### src/qslerp_isqrt.sv
`timescale 1ns / 1ps
module qslerp_isqrt (
  input  logic        clk,
  input  logic [61:0] v_in,
  output logic [30:0] root
);
  logic [62:0] vr [31];
  logic [62:0] rr [31];

  for (genvar gi = 0; gi < 31; gi++) begin : g_stage
    localparam logic [62:0] BIT = 63'(1) << (2 * (30 - gi));
    logic [62:0] pv;
    logic [62:0] pr;
    logic [62:0] trial;
    if (gi == 0) begin : g_first
      assign pv = {1'b0, v_in};
      assign pr = '0;
    end else begin : g_next
      assign pv = vr[gi-1];
      assign pr = rr[gi-1];
    end
    assign trial = pr + BIT;
    always_ff @(posedge clk) begin
      if (pv >= trial) begin
        vr[gi] <= pv - trial;
        rr[gi] <= (pr >> 1) + BIT;
      end else begin
        vr[gi] <= pv;
        rr[gi] <= pr >> 1;
      end
    end
  end

  assign root = rr[30][30:0];
endmodule

### config.mk
export PLATFORM = sky130hd
export DESIGN_NAME = qslerp_isqrt
export DESIGN_NICKNAME = d
export VERILOG_FILES = /design/src/qslerp_isqrt.sv
export SDC_FILE = /design/constraint.sdc
export NUM_CORES = 2
export LEC_CHECK = 0
export BUFFER_PORTS_ARGS = -buffer_cell sky130_fd_sc_hd__buf_2
export CORE_MARGIN = 1
export CORE_UTILIZATION = 52
export CTS_CLUSTER_SIZE = 12
export DETAILED_ROUTE_END_ITERATION = 10
export GPL_TIMING_DRIVEN = 0
export HOLD_SLACK_MARGIN = 0.06
export PLACE_DENSITY = 0.67
export REMOVE_ABC_BUFFERS = 1
export SYNTH_ARGS = -nofsm -noshare
export SYNTH_HDL_FRONTEND = slang
export SYNTH_SLANG_ARGS = --single-unit
### constraint.sdc
create_clock -name clk -period 5.15 [get_ports clk]
set_input_delay 1.03 -clock clk [delete_from_list [all_inputs] [get_ports clk]]
set_output_delay 1.03 -clock clk [all_outputs]
set_load 0.01 [all_outputs]
* Word-level counts from Yosys, hierarchy flattened
Memory sizes are Yosys's and may differ from the RTL's.
Cells that the tools add are included.
** Storage, ports and cells
- RAM bits :: 3906
- Memories :: 2
- Word-level logic and storage cells :: 341
- Register bits after elaboration :: 0
- Output and inout port bits :: 31
** Cells by class
- Muxes and demuxes :: 155
- Magnitude comparators :: 31
- Bitwise operators :: 62
- $add $sub $neg :: 91
** Memories
- rr :: depth 31, bits a word 63, read ports 31, clocked after Yosys merged registers in 0, write ports 31, line 8 : logic [62:0] rr [31];
- vr :: depth 31, bits a word 63, read ports 30, clocked after Yosys merged registers in 0, write ports 31, line 7 : logic [62:0] vr [31];
** Operators by type and width (number)
- 2-to-1 mux 63 bit :: 62
- greater-or-equal comparator 63 bit :: 30
- subtractor 63 bit :: 30
- 2-to-1 mux 1 bit :: 93
- adder 62 x 1 -> 63 bit, second input constant :: 1
- adder 62 x 11 -> 63 bit, second input constant :: 1
- adder 62 x 13 -> 63 bit, second input constant :: 1
- adder 62 x 15 -> 63 bit, second input constant :: 1
- adder 62 x 17 -> 63 bit, second input constant :: 1
- adder 62 x 19 -> 63 bit, second input constant :: 1
- adder 62 x 21 -> 63 bit, second input constant :: 1
- adder 62 x 23 -> 63 bit, second input constant :: 1
- adder 62 x 25 -> 63 bit, second input constant :: 1
- adder 62 x 27 -> 63 bit, second input constant :: 1
- adder 62 x 29 -> 63 bit, second input constant :: 1
- adder 62 x 3 -> 63 bit, second input constant :: 1
- adder 62 x 31 -> 63 bit, second input constant :: 1
- adder 62 x 33 -> 63 bit, second input constant :: 1
- adder 62 x 35 -> 63 bit, second input constant :: 1
- adder 62 x 37 -> 63 bit, second input constant :: 1
- adder 62 x 39 -> 63 bit, second input constant :: 1
- adder 62 x 41 -> 63 bit, second input constant :: 1
- adder 62 x 43 -> 63 bit, second input constant :: 1
- adder 62 x 45 -> 63 bit, second input constant :: 1
- other kinds (43) :: 104

* Depth between registers and ports, before layout
An unclocked memory read counts as a cell.
- Depth after elaboration :: 6
- Depth in mapped cells :: 15
- Depth with buffers taken out :: 12

* Least setup slack after synthesis
Ideal clock, no wire load.
- Path kind :: reg-to-reg
- Start :: memory rr[26][12]
- End :: memory vr[27][34], in the netlist vr[1][727]
- Arrival time :: 3.018 ns
- Clock period less this slack :: 3.150 ns
- Slack :: 2.000 ns
- Setup time :: 0.132 ns
- Stages on the path, launching flop included :: 14
- Data required time :: 5.018 ns
- Cell sequence :: dfxtp_1 > inv_1 > ha_1 > a21o_1 > a21o_1 > a221o_1 > a31oi_1 > o21ai_0 > a21oi_1 > inv_1 > buf_2 > buf_1 > nor2_1 > a21oi_1
** RTL lines (line)
- from (decl) :: 8
- to (decl) :: 7

==> reports/qor.yml <==
globalplace.congestion: 0.921
holdPathEnd: "vr[0][14]"
reg2reg_depth: 13
drt-total-wl_mm: 230
violations: "capacitance limit, slew limit"
vias: 66035
clk_path_buf_depth: 3
initial_core_util: 0.525
cts_made_buffers: 239
cts_tree: "yes"
fill_cells: 14851
async_flop_share: 0
drive_gt1_frac: 0.0683
hold_depth: 1
syn_to_final_growth_pct: 11.7
hold_violations: 0
ys_seq_elements: 2386
hold_buffers: 0
finish.utilization: 0.586
worst_clock_skew_ns: 0.0889
drt-wirelength-per-cell_um: 19.4
startpoint_type: "flip-flop"
crit_path_top_delay_cell: "clkinvlp_4"
status: "complete, but fails checks"
synthTopCellsByArea: "dfxtp_1 (52%), ha_1 (7.2%), xnor2_1 (4.2%), xor2_1 (3.8%), a21oi_1 (3.0%)"
yosysSeqAreaShare: 0.522
critical_path_required_ns: 5.91
io_pins: 94
fin_crit_sh: 0.944
fin_crit_ns: 4.86
slowest_delay_ns: 0.58
synth_top_cell_by_area: "dfxtp_1"
top_layer: "met5"
cpLargestDelayFamily: "compound AO/OA/AOI/OAI gates"
rrSetupSlack_ns: 0.29
grt_max_degree: 52
ys_types: 94
die-area_um2: 178000
fmax_mhz: 206
drt_pass1_iterations: 6
r2r-start: "rr[26][9]"
slew_headroom: -0.0411
grt_pass1_wl_mm: 359
endpoint_kind: "flip-flop"
crit_top_cell: "o21ai_0"
grt_pass1_vias: 64727
cp_max_fo: 38
synthFlopType: "dfxtp_1"
peakVddDrop_mv: 0.367
clkLatencyLatePin_ns: 0.90
drc: 0
hpwl_mm: 180
drtIter0Drc: 4808
worstPathArrival_ns: 5.62
grt_setup_unrepaired: "no"
slew_viol_final: 2
die_h_um: 421
clk_pin_slew_ns: 0.06
layout.nets: 9951
crit_type: "flip-flop to flip-flop"
viasPerCell: 5.58
crit_buf_inv: 3
tns_ns: 0
route.met3.wl_mm: 10.7
regArea_um2: 47800
power.density_nw_per_um2: 550
worstPathCellList: "inv_1 > ha_1 > o21ai_0 > a22oi_1 > a221o_1 > a31oi_1 > o21ai_0 > a21oi_4 > buf_8 > clkinvlp_4 > o21a_1 > nand3_1 > xnor2_1"
htree_levels: 4
worstMarginPinSlew_ns: 1.52
grtUsageTotal: 0.253
rows: 153
multi_input_area_um2: 40600
synth-edff-count: 0
core_area_um2: 174000
synth.top_cell.area_share: 0.522
cts.sinks: 2386
synth_area_per_cell_um2: 9.94
die_x_um: 421
antenna_found_initial: 6
ant_nets: 0
setup_violations: 0
pre_cts_ws_ns: -0.711
cts_root_buf: "clkbuf_16"
ys_warn_count: 0
hold_class: "input port to flip-flop"
wirelength_met1_mm: 105
worst_slack_ns: 0.287
dr_wl_met2_mm: 109
min_from: "v_in[14]"
synth_area_um2: 91500
overflow: 0
rr_endpoint: "vr[1][754]"
portBuffers: 93
syn_inst: 9203
maxCapViolCount: 1
p_leak_nw: 46.4
-- metal layers --
| layer | up-vias | track usage |
|---|---|---|
| met4 | 4 | 0.0649 |
| li1 | 32534 | - |
| met2 | 1498 | 0.430 |
| met1 | 31624 | 0.337 |
| met5 | - | 0 |
| met3 | 375 | 0.0369 |
-- kinds of logic after synthesis --
logic type      Yosys count  share of synthesized area
buf+inv                 846                     0.0352
fa+ha+maj               525                     0.0718
mux                      95                     0.0115
flops                  2386                      0.522
xor+xnor                837                     0.0802
compound gates         1720                      0.118
simple gates           2794                      0.161
-- state kept, by name, summed over array words and instances, names as in the netlist --
name / flops
rr: 496
vr: 1890
-- cell type report --
| class | instances | share of cell area |
|---|---|---|
| timing repair inverter | 1 | 0.0000735 |
| tap | 2325 | 0.0285 |
| sequential | 2386 | 0.468 |
| inverter | 651 | 0.0240 |
| clock inverter | 58 | 0.00969 |
| clock buffer | 317 | 0.0655 |
| timing repair buffer | 113 | 0.00712 |
| multi-input combinational | 5971 | 0.397 |
| antenna | 5 | 0.000122 |
-- worst register-to-register path, stage by stage (launching register included) --
cell and delay [ns]:
dfxtp_1 0.35, inv_1 0.05, ha_1 0.35, o21ai_0 0.21
a22oi_1 0.18, a221o_1 0.40, a31oi_1 0.57, o21ai_0 0.51
a21oi_4 0.49, buf_8 0.23, clkinvlp_4 0.59, o21a_1 0.48
nand3_1 0.17, xnor2_1 0.17
-- worst max-delay path by stage --
stage,from,end,slack (ns),cells after the start
detailed placement,rr[27][7],vr[1][818],-0.71,12
finish,rr[26][9],vr[1][754],0.29,13
CTS,rr[27][7],vr[1][818],0.06,12
global placement,rr[16][34],vr[1][124],-2.00,11
floorplan,rr[16][34],vr[1][124],-0.13,11
global route,rr[20][22],vr[1][365],0.01,12
-- placed cells by master (no fill, tap or decap), types with 27 or more instances in the layout --
cell type,count
a21oi_1,537
xor2_1,394
nor4_1,342
o21bai_1,31
nor2b_1,67
o31ai_1,49
and4_1,31
nand2b_1,105
ha_1,525
or4_1,74
o211ai_1,27
nor2_1,602
nand3_1,166
a21o_1,240
o21a_1,97
nand4b_1,33
and2_1,32
or2_2,35
a211oi_1,46
inv_1,647
nor3_1,254
nor4b_1,49
mux2_2,84
or3_1,100
dfxtp_1,2386
nand4_1,159
clkbuf_16,241
xnor2_1,443
nand2_1,571
clkbuf_8,38
a31oi_1,58
nor3b_1,28
buf_2,93
clkbuf_1,38
and3_1,39
o21ai_0,405
-- Yosys cell counts (22+ instances only) --
cell	n
mux2_2	84
nor2b_1	67
nand2_1	572
inv_1	649
a211oi_1	47
xor2_1	394
nor2_1	603
nand4_1	159
and2_1	32
nand4b_1	33
a21o_1	240
nor4_1	343
clkbuf_1	154
o21bai_1	31
a211o_1	22
a21boi_0	26
o31ai_1	50
nor4b_1	52
nand3_1	167
and4_1	31
a31oi_1	58
or2_2	35
o211ai_1	27
a21oi_1	540
ha_1	525
or3_1	100
xnor2_1	443
o21a_1	97
and3_1	40
nand3b_1	25
dfxtp_1	2386
nor3_1	254
o21ai_0	405
nor3b_1	28
or4_1	74
nand2b_1	105
-- repair_timing --
| action | 4_1_cts | 5_1_grt |
|---|---|---|
| buffers inserted | 0 | 5 |
| endpoints found under the setup margin | 45 | 31 |
| cloned | 1 | 0 |
| resized for setup | 4 | 3 |
-- stage by stage --
stage               total power [mW]  cells  area, um^2  hold WS, ns
floorplan                       35.0   9008       90700        0.322
global placement                39.3  11426       94100        0.331
detailed placement              39.5  11441       94400        0.330
CTS                             56.5  11817      102000        0.173
global route                    59.2  11823      102000        0.195
finish                          56.2  11827      102000        0.245
-- where the power goes --
group	switching (mW)	internal, mW	leakage, nW	total, mW
clock network	7.02	9.83	3.74	16.8
logic	7.26	5.70	22.7	13.0
registers	3.82	22.6	20.0	26.4
No activity file was read; power rests on OpenSTA's default activity.
